[src/design/b64e_pkg.sv]
// shared types, constants and the sextet-to-character function of the base64 encoder
package b64e_pkg;

   localparam int QUEUE_DEPTH = 2;
   localparam int QUEUE_PTR_W = (QUEUE_DEPTH > 1) ? $clog2(QUEUE_DEPTH) : 1;
   localparam int QUEUE_CNT_W = $clog2(QUEUE_DEPTH + 1);

   localparam logic [6:0] PAD_CHAR      = 7'd61;
   localparam logic [1:0] CHAR_IDX_LAST = 2'd3;
   localparam logic [2:0] CHARS_PER_GROUP = 3'd4;

   // one complete or flushed group of up to three bytes
   typedef struct packed {
      logic [23:0] bits;
      logic [1:0]  pad_count;
      logic        fin;
   } group_type;

   // front to queue
   typedef struct packed {
      logic      valid;
      group_type group;
   } push_type;

   // queue head to back
   typedef struct packed {
      logic      valid;
      group_type group;
   } head_type;

   // standard alphabet lookup
   function automatic logic [6:0] sextet_char(input logic [5:0] v);
      logic [6:0] code;
      code = 7'(v);
      if (v < 6'd26) begin
         sextet_char = code + 7'd65;
      end else if (v < 6'd52) begin
         sextet_char = code + 7'd71;
      end else if (v < 6'd62) begin
         sextet_char = code - 7'd4;
      end else if (v == 6'd62) begin
         sextet_char = 7'd43;
      end else begin
         sextet_char = 7'd47;
      end
   endfunction

endpackage

[src/design/b64e_stream_if.sv]
// valid/ready channel interfaces for raw bytes in and characters out
interface b64e_req_if;
   logic       valid;
   logic       ready;
   logic [7:0] data_byte;
   logic       final_byte;

   modport source (output valid, output data_byte, output final_byte, input ready);
   modport sink   (input valid, input data_byte, input final_byte, output ready);
endinterface

interface b64e_rsp_if;
   logic       valid;
   logic       ready;
   logic [6:0] out_char;
   logic       run_last;
   logic       message_end;

   modport source (output valid, output out_char, output run_last, output message_end,
                   input ready);
   modport sink   (input valid, input out_char, input run_last, input message_end,
                   output ready);
endinterface

[src/design/base64_stream_encoder.sv]
// Base64 stream encoder top level: collector, group queue, character serializer.
// A closing beat enters the queue, then the serializer's group register, then the output
// register; a group's four characters follow on consecutive cycles while rsp is ready.
// Throughput: one byte per cycle while the two-entry queue has room; sustained rate is set
// by the serializer's single output register at one character per cycle (4 per 3 bytes).
// Reset is synchronous, active high: held count, queue and output valid clear.
module base64_stream_encoder (
   input  logic       clock,
   input  logic       reset,
   b64e_req_if.sink   req_chan,
   b64e_rsp_if.source rsp_chan
);

   b64e_pkg::push_type push;
   b64e_pkg::head_type head;
   logic               queue_full;
   logic               pop;

   b64e_front u_front (
      .clock      (clock),
      .reset      (reset),
      .req_chan   (req_chan),
      .queue_full (queue_full),
      .push       (push)
   );

   b64e_queue u_queue (
      .clock (clock),
      .reset (reset),
      .push  (push),
      .full  (queue_full),
      .pop   (pop),
      .head  (head)
   );

   b64e_back u_back (
      .clock    (clock),
      .reset    (reset),
      .head     (head),
      .pop      (pop),
      .rsp_chan (rsp_chan)
   );

endmodule

[src/design/b64e_queue.sv]
// short group queue between the byte collector and the character serializer
module b64e_queue (
   input  logic                clock,
   input  logic                reset,
   input  b64e_pkg::push_type  push,
   output logic                full,
   input  logic                pop,
   output b64e_pkg::head_type  head
);

   b64e_pkg::group_type                  mem_ff [b64e_pkg::QUEUE_DEPTH];
   logic [b64e_pkg::QUEUE_PTR_W-1:0]     wr_ptr_ff, wr_ptr_in;
   logic [b64e_pkg::QUEUE_PTR_W-1:0]     rd_ptr_ff, rd_ptr_in;
   logic [b64e_pkg::QUEUE_CNT_W-1:0]     count_ff, count_in;
   logic                                 push_ok;
   logic                                 pop_ok;

   localparam logic [b64e_pkg::QUEUE_PTR_W-1:0] PtrLast =
      b64e_pkg::QUEUE_PTR_W'(b64e_pkg::QUEUE_DEPTH - 1);
   localparam logic [b64e_pkg::QUEUE_CNT_W-1:0] CntFull =
      b64e_pkg::QUEUE_CNT_W'(b64e_pkg::QUEUE_DEPTH);

   assign full       = (count_ff == CntFull);
   assign push_ok    = push.valid && !full;
   assign pop_ok     = pop && (count_ff != '0);
   assign head.valid = (count_ff != '0);
   assign head.group = mem_ff[rd_ptr_ff];

   // pointer and fill count update
   always_comb begin
      wr_ptr_in = wr_ptr_ff;
      rd_ptr_in = rd_ptr_ff;
      count_in  = count_ff;
      if (push_ok) begin
         wr_ptr_in = (wr_ptr_ff == PtrLast) ? '0 : wr_ptr_ff + 1'b1;
      end
      if (pop_ok) begin
         rd_ptr_in = (rd_ptr_ff == PtrLast) ? '0 : rd_ptr_ff + 1'b1;
      end
      if (push_ok && !pop_ok) begin
         count_in = count_ff + 1'b1;
      end else if (pop_ok && !push_ok) begin
         count_in = count_ff - 1'b1;
      end
   end

   always_ff @(posedge clock) begin
      if (reset) begin
         wr_ptr_ff <= '0;
         rd_ptr_ff <= '0;
         count_ff  <= '0;
      end else begin
         wr_ptr_ff <= wr_ptr_in;
         rd_ptr_ff <= rd_ptr_in;
         count_ff  <= count_in;
      end
   end

   // entry storage
   always_ff @(posedge clock) begin
      if (push_ok) begin
         mem_ff[wr_ptr_ff] <= push.group;
      end
   end

endmodule

[src/design/b64e_front.sv]
// byte collector: holds pending bytes and forms groups on the third or final byte
module b64e_front (
   input  logic               clock,
   input  logic               reset,
   b64e_req_if.sink           req_chan,
   input  logic               queue_full,
   output b64e_pkg::push_type push
);

   logic [7:0] held0_ff, held0_in;
   logic [7:0] held1_ff, held1_in;
   logic [1:0] count_ff, count_in;
   logic       accept;

   assign req_chan.ready = !queue_full;
   assign accept         = req_chan.valid && !queue_full;

   // classify the beat: hold it or close the group
   always_comb begin
      held0_in        = held0_ff;
      held1_in        = held1_ff;
      count_in        = count_ff;
      push.valid      = 1'b0;
      push.group.bits = {held0_ff, held1_ff, req_chan.data_byte};
      push.group.pad_count = 2'd0;
      push.group.fin  = req_chan.final_byte;
      unique case (count_ff)
         2'd0: begin
            push.group.bits      = {req_chan.data_byte, 16'd0};
            push.group.pad_count = 2'd2;
            if (accept) begin
               if (req_chan.final_byte) begin
                  push.valid = 1'b1;
               end else begin
                  held0_in = req_chan.data_byte;
                  count_in = 2'd1;
               end
            end
         end
         2'd1: begin
            push.group.bits      = {held0_ff, req_chan.data_byte, 8'd0};
            push.group.pad_count = 2'd1;
            if (accept) begin
               if (req_chan.final_byte) begin
                  push.valid = 1'b1;
                  count_in   = 2'd0;
               end else begin
                  held1_in = req_chan.data_byte;
                  count_in = 2'd2;
               end
            end
         end
         default: begin
            if (accept) begin
               push.valid = 1'b1;
               count_in   = 2'd0;
            end
         end
      endcase
   end

   always_ff @(posedge clock) begin
      if (reset) begin
         count_ff <= 2'd0;
      end else begin
         count_ff <= count_in;
      end
      held0_ff <= held0_in;
      held1_ff <= held1_in;
   end

endmodule

[src/design/b64e_back.sv]
// character serializer: turns each queued group into four output beats
module b64e_back (
   input  logic               clock,
   input  logic               reset,
   input  b64e_pkg::head_type head,
   output logic               pop,
   b64e_rsp_if.source         rsp_chan
);

   b64e_pkg::group_type group_ff, group_in;
   logic                busy_ff, busy_in;
   logic [1:0]          idx_ff, idx_in;
   logic                out_valid_ff, out_valid_in;
   logic [6:0]          out_char_ff, out_char_in;
   logic                run_last_ff, run_last_in;
   logic                message_end_ff, message_end_in;
   logic                can_load;
   logic                emit;
   logic                last_char;
   logic [5:0]          sextet;
   logic [2:0]          pos_sum;

   assign can_load  = !out_valid_ff || rsp_chan.ready;
   assign emit      = busy_ff && can_load;
   assign last_char = (idx_ff == b64e_pkg::CHAR_IDX_LAST);
   assign pop       = head.valid && (!busy_ff || (emit && last_char));

   // sextet for the current character position
   always_comb begin
      unique case (idx_ff)
         2'd0:    sextet = group_ff.bits[23:18];
         2'd1:    sextet = group_ff.bits[17:12];
         2'd2:    sextet = group_ff.bits[11:6];
         default: sextet = group_ff.bits[5:0];
      endcase
   end

   // padding covers the trailing pad_count positions
   assign pos_sum = {1'b0, idx_ff} + {1'b0, group_ff.pad_count};

   // sequencing and output register
   always_comb begin
      group_in       = group_ff;
      busy_in        = busy_ff;
      idx_in         = idx_ff;
      out_valid_in   = out_valid_ff && !rsp_chan.ready;
      out_char_in    = out_char_ff;
      run_last_in    = run_last_ff;
      message_end_in = message_end_ff;
      if (emit) begin
         out_valid_in   = 1'b1;
         out_char_in    = (pos_sum >= b64e_pkg::CHARS_PER_GROUP) ? b64e_pkg::PAD_CHAR
                                                                 : b64e_pkg::sextet_char(sextet);
         run_last_in    = last_char;
         message_end_in = last_char && group_ff.fin;
         idx_in         = idx_ff + 2'd1;
         if (last_char) begin
            busy_in = 1'b0;
         end
      end
      if (pop) begin
         group_in = head.group;
         busy_in  = 1'b1;
         idx_in   = 2'd0;
      end
   end

   always_ff @(posedge clock) begin
      if (reset) begin
         busy_ff      <= 1'b0;
         idx_ff       <= 2'd0;
         out_valid_ff <= 1'b0;
      end else begin
         busy_ff      <= busy_in;
         idx_ff       <= idx_in;
         out_valid_ff <= out_valid_in;
      end
      group_ff       <= group_in;
      out_char_ff    <= out_char_in;
      run_last_ff    <= run_last_in;
      message_end_ff <= message_end_in;
   end

   assign rsp_chan.valid       = out_valid_ff;
   assign rsp_chan.out_char    = out_char_ff;
   assign rsp_chan.run_last    = run_last_ff;
   assign rsp_chan.message_end = message_end_ff;

endmodule

[src/flat_wrapper.sv]
// flat-port wrapper written by rule: the top's interface ports become plain ports
module base64_stream_encoder_flat 
  (clock, reset, req_chan_valid, req_chan_data_byte, req_chan_final_byte, req_chan_ready, rsp_chan_valid, rsp_chan_out_char, rsp_chan_run_last, rsp_chan_message_end, rsp_chan_ready);
  b64e_req_if req_chan_i ();
  b64e_rsp_if rsp_chan_i ();
  input  logic clock;
  input  logic reset;
  input wire logic [$bits(req_chan_i.valid)-1:0] req_chan_valid;
  input wire logic [$bits(req_chan_i.data_byte)-1:0] req_chan_data_byte;
  input wire logic [$bits(req_chan_i.final_byte)-1:0] req_chan_final_byte;
  output wire logic [$bits(req_chan_i.ready)-1:0] req_chan_ready;
  output wire logic [$bits(rsp_chan_i.valid)-1:0] rsp_chan_valid;
  output wire logic [$bits(rsp_chan_i.out_char)-1:0] rsp_chan_out_char;
  output wire logic [$bits(rsp_chan_i.run_last)-1:0] rsp_chan_run_last;
  output wire logic [$bits(rsp_chan_i.message_end)-1:0] rsp_chan_message_end;
  input wire logic [$bits(rsp_chan_i.ready)-1:0] rsp_chan_ready;
  assign req_chan_i.valid = req_chan_valid;
  assign req_chan_i.data_byte = req_chan_data_byte;
  assign req_chan_i.final_byte = req_chan_final_byte;
  assign req_chan_ready = req_chan_i.ready;
  assign rsp_chan_valid = rsp_chan_i.valid;
  assign rsp_chan_out_char = rsp_chan_i.out_char;
  assign rsp_chan_run_last = rsp_chan_i.run_last;
  assign rsp_chan_message_end = rsp_chan_i.message_end;
  assign rsp_chan_i.ready = rsp_chan_ready;
  base64_stream_encoder u_core (.clock(clock), .reset(reset), .req_chan(req_chan_i), .rsp_chan(rsp_chan_i));
endmodule
[config.mk]
export PLATFORM = sky130hd
export DESIGN_NAME = base64_stream_encoder_flat
export DESIGN_NICKNAME = d
export VERILOG_FILES = /design/src/design/b64e_pkg.sv /design/src/design/b64e_stream_if.sv /design/src/design/base64_stream_encoder.sv /design/src/design/b64e_queue.sv /design/src/design/b64e_front.sv /design/src/design/b64e_back.sv /design/src/flat_wrapper.sv
export SDC_FILE = /design/constraint.sdc
export NUM_CORES = 1
export LEC_CHECK = 0
export BUFFER_PORTS_ARGS = -buffer_cell sky130_fd_sc_hd__buf_4
export CAP_MARGIN = 5
export CORE_MARGIN = 1
export CORE_UTILIZATION = 50
export DETAILED_ROUTE_END_ITERATION = 8
export PLACE_DENSITY = 0.73
export SKIP_CTS_REPAIR_TIMING = 1
export SLEW_MARGIN = 5
export SYNTH_ARGS = -nofsm -noshare
export SYNTH_HDL_FRONTEND = slang
export SYNTH_SLANG_ARGS = --single-unit
[constraint.sdc]
create_clock -name clock -period 8.9 [get_ports clock]
set_input_delay 0.445 -clock clock [delete_from_list [all_inputs] [get_ports clock]]
set_output_delay 0.445 -clock clock [all_outputs]
set_load 0.02 [all_outputs]
==> flow_metrics.py, run 1 <==
metrics = {
    "routing": {
        "via_per_inst": 5.511,
        "drc": 0,
        "dr.pass1.iters": 4,
        "drtIter0Drc": 124,
        "drt.antenna.violating_nets": 0,
        "wl_um": 8256,
        "vias": 2684,
        "wl_per_cell_um": 16.95,
    },
    "sta": {
        "fin_crit_sh_pct": 32.62,
        "period_minus_slack_ns": 2.903,
        "fin_skew_ns": 0.005660,
        "whs_ns": 0.1482,
        "slew_viol_final": 0,
        "relSlewSlack_pct": 32.80,
        "setup_tns_ns": 0,
        "rsz0062_at_grt": "false",
        "tightest_slew_ns": 1.004,
        "hold_viol": 0,
        "finalSetupViolations": 0,
        "fmax_ghz": 0.3445,
    },
    "layout": {
        "layout.cells.non_filler": 487,
        "final_common_cell": "edfxtp_1",
        "multi_input_area_um2": 1294,
        "areaGrowthSynthToFinish_pct": 20.65,
        "final_cell_mix": "edfxtp_1 (106), mux2_2 (36), buf_4 (28)",
        "fill_cells": 654,
        "antenna_cells": 0,
        "seq_area_um2": 3383,
        "fin_nets": 368,
        "layout-drive-gt1-share_pct": 27.65,
    },
    "power_and_ir_drop": {
        "peakVddDrop_mv": 0.1995,
        "power.density_nw_per_um2": 360.9,
        "p_leak_nw": 2.083,
    },
    "synth": {
        "synthSimpleGateAreaFrac_pct": 5.432,
        "post_synth.cell_area_avg_um2": 15.48,
        "synth_edf_count": 106,
        "synth_top_family_by_area": "multiplexers",
        "synth_xor_area_share_pct": 1.102,
        "synth_compound_area_share_pct": 8.239,
        "netlist_instances": 308,
        "ys_seq_area_share_pct": 70.95,
        "async_flop_share_pct": 0,
        "synthFlopType": "edfxtp_1",
        "ys_ff_latch": 116,
        "synth.area.mux_share_pct": 9.551,
        "syn_area_um2": 4768,
        "synth_cell_types": 41,
        "syn_nets": 331,
        "synth_fa_ha_area_share_pct": 2.624,
        "yosys_warnings": 0,
    },
    "global_route": {
        "first_global_vias": 2716,
        "antenna_found_initial": 0,
        "grt_overflow": 0,
        "track_usage_pct": 18.42,
        "grt_pass1_wl_um": 13250,
        "grt_max_degree": 32,
    },
    "floorplanning": {
        "die_w_um": 99.66,
        "core_area_um2": 9240,
        "initial_utilization_pct": 51.60,
        "ios": 24,
        "row_count": 35,
        "die_y_um": 99.66,
        "die_area_um2": 9931,
    },
    "place": {
        "dp_hpwl_um": 5145,
        "port_buffers": 23,
        "place_congestion": 0.9259,
        "dp_cells": 455,
    },
    "setup_path": {
        "cp_max_fo": 9,
        "required_ns": 9.13,
        "cp.arrival_ns": 3.13,
        "worstSetupPathType": "flip-flop to flip-flop",
        "start_kind": "flip-flop",
        "crit_path_end_kind": "flip-flop",
        "reg2reg_depth": 10,
    },
    "clock_tree": {
        "insertion_delay_ns": 0.50,
        "tritoncts": "done",
        "clk_pin_slew_worst_paths_ns": 0.05,
        "clk_path_buf_depth": 2,
        "clock_sinks": 116,
        "cts_inserted_buffers": 17,
        "cts_root_buffer": "clkbuf_8",
        "cts.htree.levels": 4,
    },
    "hold_path": {
        "hp-class": "input port to flip-flop",
        "holdPathStages": 1,
    },
    "flow_run": {
        "maxCapViolations": 0,
    },
    "outcome": {
        "outcome": "finished, final reports clean",
    },
}
## cells by family after synthesis
logic type	Yosys count
DFF	116
adders and majority gates	10
muxes	41
AOI/OAI and AO/OA	54
and+or+nand+nor	55
xor gates and xnor gates	6
buffers and inverters	26
## per-stage QoR
step / util (%) / worst slack, ns / total power [mW] / instance area, um^2
2_1_floorplan: - / 5.679 / 1.198 / 4768
3_3_place_gp: 55.29 / 6.242 / 1.323 / 5109
5_1_grt: 62.26 / 5.787 / 2.169 / 5753
4_1_cts: 62.26 / 6.062 / 2.082 / 5753
6_report: 62.26 / 5.997 / 2.076 / 5753
3_5_place_dp: 55.29 / 6.072 / 1.339 / 5109
## cells in the mapped netlist, types with 3 or more instances
cell        n  share of area, %
nand2b_1    3              0.39
a22o_1     11               2.0
edfxtp_1  106                67
mux2i_1     5               1.0
nor2_1     16               1.3
o21ai_0     3              0.31
xnor2_1     4              0.73
mux2_2     36               8.5
ha_1       10               2.6
nor3_1      7              0.73
a22oi_1     3              0.47
o311ai_0    3              0.55
clkbuf_1    6              0.47
dfxtp_1    10               4.2
a21oi_1    17               1.8
and2_1     10               1.3
inv_1      16               1.3
nand2_1    14               1.1
## area by class of cell
cell class                 count  share of cell area, %
timing repair buffer          28                  3.654
clock inverter                11                  3.567
clock buffer                  21                  7.634
inverter                      16                  1.044
tap                          129                  2.806
multi-input combinational    166                  22.49
sequential                   116                  58.81
## path summary, 6_finish.rpt
kind | from | end | slack (ns)
setup / recovery | u_core.u_back.idx_ff[0] | u_core.u_back.rsp_chan.out_char[4] | 6.00
hold / removal | req_chan_data_byte[1] | u_core.u_front.held1_ff[1] | 0.15
setup reg to reg | u_core.u_back.idx_ff[0] | u_core.u_back.rsp_chan.out_char[4] | 6.00
hold reg to reg | u_core.u_back.busy_ff | u_core.u_back.rsp_chan.valid | 0.50
## flip-flops by register name (all words and copies together) (netlist names)
| name | flops |
|---|---|
| u_core.u_back.busy_ff | 1 |
| u_core.u_back.group_ff | 27 |
| u_core.u_back.idx_ff | 2 |
| u_core.u_back.rsp_chan.message_end | 1 |
| u_core.u_back.rsp_chan.out_char | 7 |
| u_core.u_back.rsp_chan.run_last | 1 |
| u_core.u_back.rsp_chan.valid | 1 |
| u_core.u_front.count_ff | 2 |
| u_core.u_front.held0_ff | 8 |
| u_core.u_front.held1_ff | 8 |
| u_core.u_queue.count_ff | 2 |
| u_core.u_queue.mem_ff | 54 |
| u_core.u_queue.rd_ptr_ff | 1 |
| u_core.u_queue.wr_ptr_ff | 1 |
## metal layers
layer / track usage, % / vias to the layer above / routed length, um
met5: 0 / - / 0
met4: 7.692 / 0 / 142
met3: 6.114 / 13 / 256
met2: 30.40 / 64 / 4152
met1: 22.35 / 1348 / 3705
li1: - / 1259 / -
## critical path: stages (launching register included)
cell      delay (ns)
dfxtp_1         0.43
inv_1           0.12
ha_1            0.30
a22oi_1         0.22
a22o_1          0.33
inv_1           0.15
ha_1            0.32
a21o_1          0.22
a41o_1          0.28
a21oi_1         0.16
o211ai_1        0.10
## where the power goes
part / internal [mW] / total (mW) / switching, mW / leakage [nW]
logic: 0.221 / 0.550 / 0.329 / 0.696
registers: 0.752 / 0.793 / 0.0416 / 1.07
clock network: 0.515 / 0.733 / 0.217 / 0.319
Power figures use the tool's default switching activity.
==> run 2: changes to the inputs <==
PLACE_DENSITY = 0.76   (was 0.73)
clock period = 2.42 ns   (was 8.9 ns; I/O delays follow)
==> run 2 against run 1 <==
Effect of this change: clock power increased to 2.9 times the previous value; register-to-register slack lost 5.9 ns; combinational power rose to 4.2 times the previous value; design area increased by 2.3%; cell count up 4.9%; via count grew 2.3%; sequential share of layout area fell by 1.3 points; core utilization rose by 1.4 points.
==> flow_metrics.py, run 2 (synthesis results as in run 1) <==
metrics = {
    "outcome": {
        "outcome": "finished, final reports clean",
    },
    "power_and_ir_drop": {
        "p_leak_nw": 2.117,
        "peakVddDrop_mv": 0.6948,
        "power.density_nw_per_um2": 1251,
        "totalPowerFinal_mw": 7.363,
    },
    "floorplanning": {
        "initial_utilization_pct": 51.60,
        "die_y_um": 99.66,
        "ios": 24,
        "core_area_um2": 9240,
        "die_area_um2": 9931,
        "die_w_um": 99.66,
        "row_count": 35,
    },
    "routing": {
        "wl_per_cell_um": 17.13,
        "wl_um": 8755,
        "drc": 0,
        "via_per_inst": 5.372,
        "drtIter0Drc": 179,
        "vias": 2745,
        "drt.antenna.violating_nets": 0,
        "dr.pass1.iters": 6,
    },
    "place": {
        "dp_cells": 467,
        "dpl_cell_area_um2": 5219,
        "place_congestion": 0.8718,
        "dp_hpwl_um": 5297,
        "port_buffers": 23,
    },
    "setup_path": {
        "cp.arrival_ns": 2.57,
        "crit_path_end_kind": "flip-flop",
        "crit_chain": "inv_1 -> ha_2 -> a22oi_2 -> a22o_1 -> inv_1 -> ha_1 -> a21o_1 -> a41o_4 -> a21oi_1 -> o211ai_1",
        "cp_max_fo": 6,
        "cp_top_family": "compound AO/OA/AOI/OAI gates",
        "path_common_cell": "inv_1",
        "worstSetupPathType": "flip-flop to flip-flop",
        "max_stage_delay_ns": 0.37,
        "worst_path_max_delay_cell": "dfxtp_4",
        "start_kind": "flip-flop",
        "required_ns": 2.64,
        "path_buf_inv": 2,
    },
    "layout": {
        "layout-drive-gt1-share_pct": 31.94,
        "fill_cells": 622,
        "final_cell_mix": "edfxtp_1 (106), buf_4 (40), mux2_2 (36)",
        "top_register": "u_core.u_queue.mem_ff",
        "areaGrowthSynthToFinish_pct": 23.46,
        "final_common_cell": "edfxtp_1",
        "reg_top3": "u_core.u_queue.mem_ff: 54 flops, u_core.u_back.group_ff: 27 flops",
        "largest_reg_flops": 54,
        "antenna_cells": 0,
        "multi_input_area_um2": 1328,
        "layout.cells.non_filler": 511,
        "seq_area_um2": 3388,
        "fin_area_um2": 5887,
        "fin_nets": 392,
    },
    "global_route": {
        "grt_max_degree": 31,
        "grt_pass1_wl_um": 13700,
        "first_global_vias": 2724,
        "antenna_found_initial": 0,
        "track_usage_pct": 19.16,
        "grt_overflow": 0,
    },
    "clock_tree": {
        "clock_sinks": 116,
        "cts_inserted_buffers": 17,
        "cts_root_buffer": "clkbuf_8",
        "clk_pin_slew_worst_paths_ns": 0.06,
        "insertion_delay_ns": 0.50,
        "cts.htree.levels": 4,
        "tritoncts": "done",
        "clk_path_buf_depth": 2,
    },
    "sta": {
        "fmax_ghz": 0.4254,
        "slew_viol_final": 0,
        "hold_viol": 0,
        "fin_skew_ns": 0.006994,
        "period_minus_slack_ns": 2.351,
        "tightest_slew_ns": 0.7712,
        "setup_tns_ns": 0,
        "finalSetupViolations": 0,
        "whs_ns": 0.1134,
        "relSlewSlack_pct": 48.48,
        "rsz0062_at_grt": "true",
        "fin_crit_sh_pct": 97.13,
    },
    "hold_path": {
        "hp-class": "input port to flip-flop",
    },
    "flow_run": {
        "maxCapViolations": 0,
    },
}
-- run 2: path summary, 6_finish.rpt --
check | slack (ns) | start | cells past startpoint | end
worst min register to register | 0.50 | u_core.u_back.busy_ff | 2 | u_core.u_back.rsp_chan.valid
worst min-delay path | 0.11 | req_chan_valid | 4 | u_core.u_front.count_ff[1]
worst max-delay path | 0.07 | u_core.u_back.idx_ff[0] | 10 | u_core.u_back.rsp_chan.out_char[4]
worst max register to register | 0.07 | u_core.u_back.idx_ff[0] | 10 | u_core.u_back.rsp_chan.out_char[4]
-- run 2: metal layers --
metal,part of all wire [%],wire length (um),global-route usage (%)
met2,53,4632,31.94
met5,0,0,0
met1,42,3701,22.79
met3,3.6,314,6.114
met4,1.2,108,8.710
-- run 2: stage by stage --
step | utilization [%] | setup WS (ns)
after CTS | 62.10 | -0.01495
after global routing | 63.71 | -0.03750
final | 63.71 | 0.06942
after global placement | 56.48 | 0.1000
after detailed placement | 56.48 | 0.02358
after floorplan | - | -0.09498
-- run 2: final cells by class --
class,count,area share (%)
clock buffer,20,7.396
inverter,16,1.020
tap,129,2.742
timing repair buffer,52,7.311
sequential,116,57.56
multi-input combinational,166,22.55
clock inverter,12,1.424
-- run 2: worst min-delay path, stage by stage --
cell,delay (ns)
buf_4,0.08
nand2_1,0.15
a21oi_1,0.18
nor2_1,0.04
-- run 2: power by group --
part / switching (mW) / internal, mW / total [mW]
Sequential: 0.169 / 2.77 / 2.94
Clock: 0.850 / 1.28 / 2.13
Combinational: 1.29 / 1.01 / 2.30
==> run 3: changes to the inputs <==
RECOVER_POWER = 25   (was default)
==> run 3 against run 2 <==
Effect of this change: register-to-register slack hardly changed; core utilization is 0.37 points lower; clock skew increased by 0.0014 ns; die area stayed put; via count fell by 0.62%; count of clock-buffer cells in the layout unchanged; clock power is essentially flat; non-clock buffer count is the same; critical endpoint unchanged; largest cell class unchanged.
==> flow_metrics.py, run 3 (synthesis results as in run 1) <==
metrics = {
    "layout": {
        "layout.cells.non_filler": 511,
        "final_util_pct": 63.34,
        "top_register": "u_core.u_queue.mem_ff",
        "areaGrowthSynthToFinish_pct": 22.75,
        "layout-drive-gt1-share_pct": 29.58,
        "final_common_cell": "edfxtp_1",
        "reg_top3": "u_core.u_queue.mem_ff: 54 flops, u_core.u_back.group_ff: 27 flops",
        "fill_cells": 636,
        "largest_reg_flops": 54,
        "fin_nets": 392,
        "antenna_cells": 0,
        "final_cell_mix": "edfxtp_1 (106), mux2_2 (36), buf_4 (31)",
    },
    "setup_path": {
        "crit_path_end_kind": "flip-flop",
        "cp.arrival_ns": 2.56,
        "start_kind": "flip-flop",
        "cp_max_fo": 6,
        "path_common_cell": "inv_1",
        "crit_chain": "inv_1 -> ha_2 -> a22oi_2 -> a22o_1 -> inv_1 -> ha_1 -> a21o_1 -> a41o_4 -> a21oi_1 -> o211ai_1",
        "cp_top_family": "compound AO/OA/AOI/OAI gates",
        "worst_path_max_delay_cell": "dfxtp_4",
        "max_stage_delay_ns": 0.37,
        "required_ns": 2.64,
        "path_buf_inv": 2,
        "worstSetupPathType": "flip-flop to flip-flop",
    },
    "global_route": {
        "track_usage_pct": 19.16,
        "antenna_found_initial": 0,
        "grt_overflow": 0,
        "grt_pass1_wl_um": 13700,
        "first_global_vias": 2724,
        "grt_max_degree": 31,
    },
    "routing": {
        "drt.antenna.violating_nets": 0,
        "drtIter0Drc": 173,
        "drc": 0,
        "via_per_inst": 5.339,
        "vias": 2728,
        "dr.pass1.iters": 4,
        "wl_per_cell_um": 16.98,
        "wl_um": 8675,
    },
    "clock_tree": {
        "clk_path_buf_depth": 2,
        "clock_sinks": 116,
        "cts_root_buffer": "clkbuf_8",
        "cts.htree.levels": 4,
        "tritoncts": "done",
        "clk_pin_slew_worst_paths_ns": 0.06,
        "insertion_delay_ns": 0.51,
        "cts_inserted_buffers": 17,
    },
    "power_and_ir_drop": {
        "power.density_nw_per_um2": 1254,
        "peakVddDrop_mv": 0.6937,
        "totalPowerFinal_mw": 7.341,
        "p_leak_nw": 2.085,
    },
    "sta": {
        "fmax_ghz": 0.4279,
        "whs_ns": 0.1123,
        "hold_viol": 0,
        "slew_viol_final": 0,
        "setup_tns_ns": 0,
        "fin_crit_sh_pct": 96.58,
        "rsz0062_at_grt": "true",
        "fin_skew_ns": 0.008353,
        "tightest_slew_ns": 0.7816,
        "relSlewSlack_pct": 47.79,
        "finalSetupViolations": 0,
        "period_minus_slack_ns": 2.337,
    },
    "place": {
        "dp_hpwl_um": 5297,
        "dp_cells": 467,
        "place_congestion": 0.8718,
        "port_buffers": 23,
    },
    "flow_run": {
        "maxCapViolations": 0,
    },
    "floorplanning": {
        "row_count": 35,
        "ios": 24,
        "core_area_um2": 9240,
        "initial_utilization_pct": 51.60,
        "die_area_um2": 9931,
        "die_y_um": 99.66,
        "die_w_um": 99.66,
    },
    "outcome": {
        "outcome": "finished, final reports clean",
    },
    "hold_path": {
        "hp-class": "input port to flip-flop",
    },
}
==> run 3: area by class of cell <==
cell class | count | area [um^2] | share of cell area, %
clock buffer | 20 | 435.4 | 7.439
clock inverter | 12 | 83.83 | 1.432
inverter | 16 | 60.06 | 1.026
multi-input combinational | 166 | 1328 | 22.68
tap | 129 | 161.4 | 2.758
timing repair buffer | 52 | 396.6 | 6.776
sequential | 116 | 3388 | 57.89
==> run 3: final timing paths <==
path | from | endpoint | slack, ns | depth (start not counted)
setup / recovery | u_core.u_back.idx_ff[0] | u_core.u_back.rsp_chan.out_char[4] | 0.08 | 10
hold / removal | req_chan_valid | u_core.u_front.count_ff[1] | 0.11 | 4
setup reg to reg | u_core.u_back.idx_ff[0] | u_core.u_back.rsp_chan.out_char[4] | 0.08 | 10
hold reg to reg | u_core.u_back.busy_ff | u_core.u_back.rsp_chan.valid | 0.50 | 2
==> run 3: layer usage <==
layer	up-vias	global-route usage (%)	part of all wire, %
li1	1310	-	-
met1	1335	22.79	42
met2	69	31.94	53
met3	14	6.114	4.0
met4	0	8.710	1.4
met5	-	0	0
==> run 3: per-stage QoR <==
stage / area [um^2] / setup WS (ns)
2_1_floorplan: 4780 / -0.09498
4_1_cts: 5738 / -0.01495
3_5_place_dp: 5219 / 0.02358
3_3_place_gp: 5219 / 0.1000
6_report: 5853 / 0.08274
5_1_grt: 5853 / -0.03750
==> run 3: power breakdown <==
| group | leakage [nW] | switching [mW] | internal, mW |
|---|---|---|---|
| registers | 1.07 | 0.169 | 2.77 |
| logic | 0.772 | 1.27 | 1.00 |
| clock network | 0.243 | 0.847 | 1.28 |
| total | 2.08 | 2.29 | 5.05 |
==> run 3: worst min-delay path: cells and delay by family <==
family,cells,cell delay (ns)
simple gates,2,0.19
buf+inv,1,0.08
compound gates,1,0.18
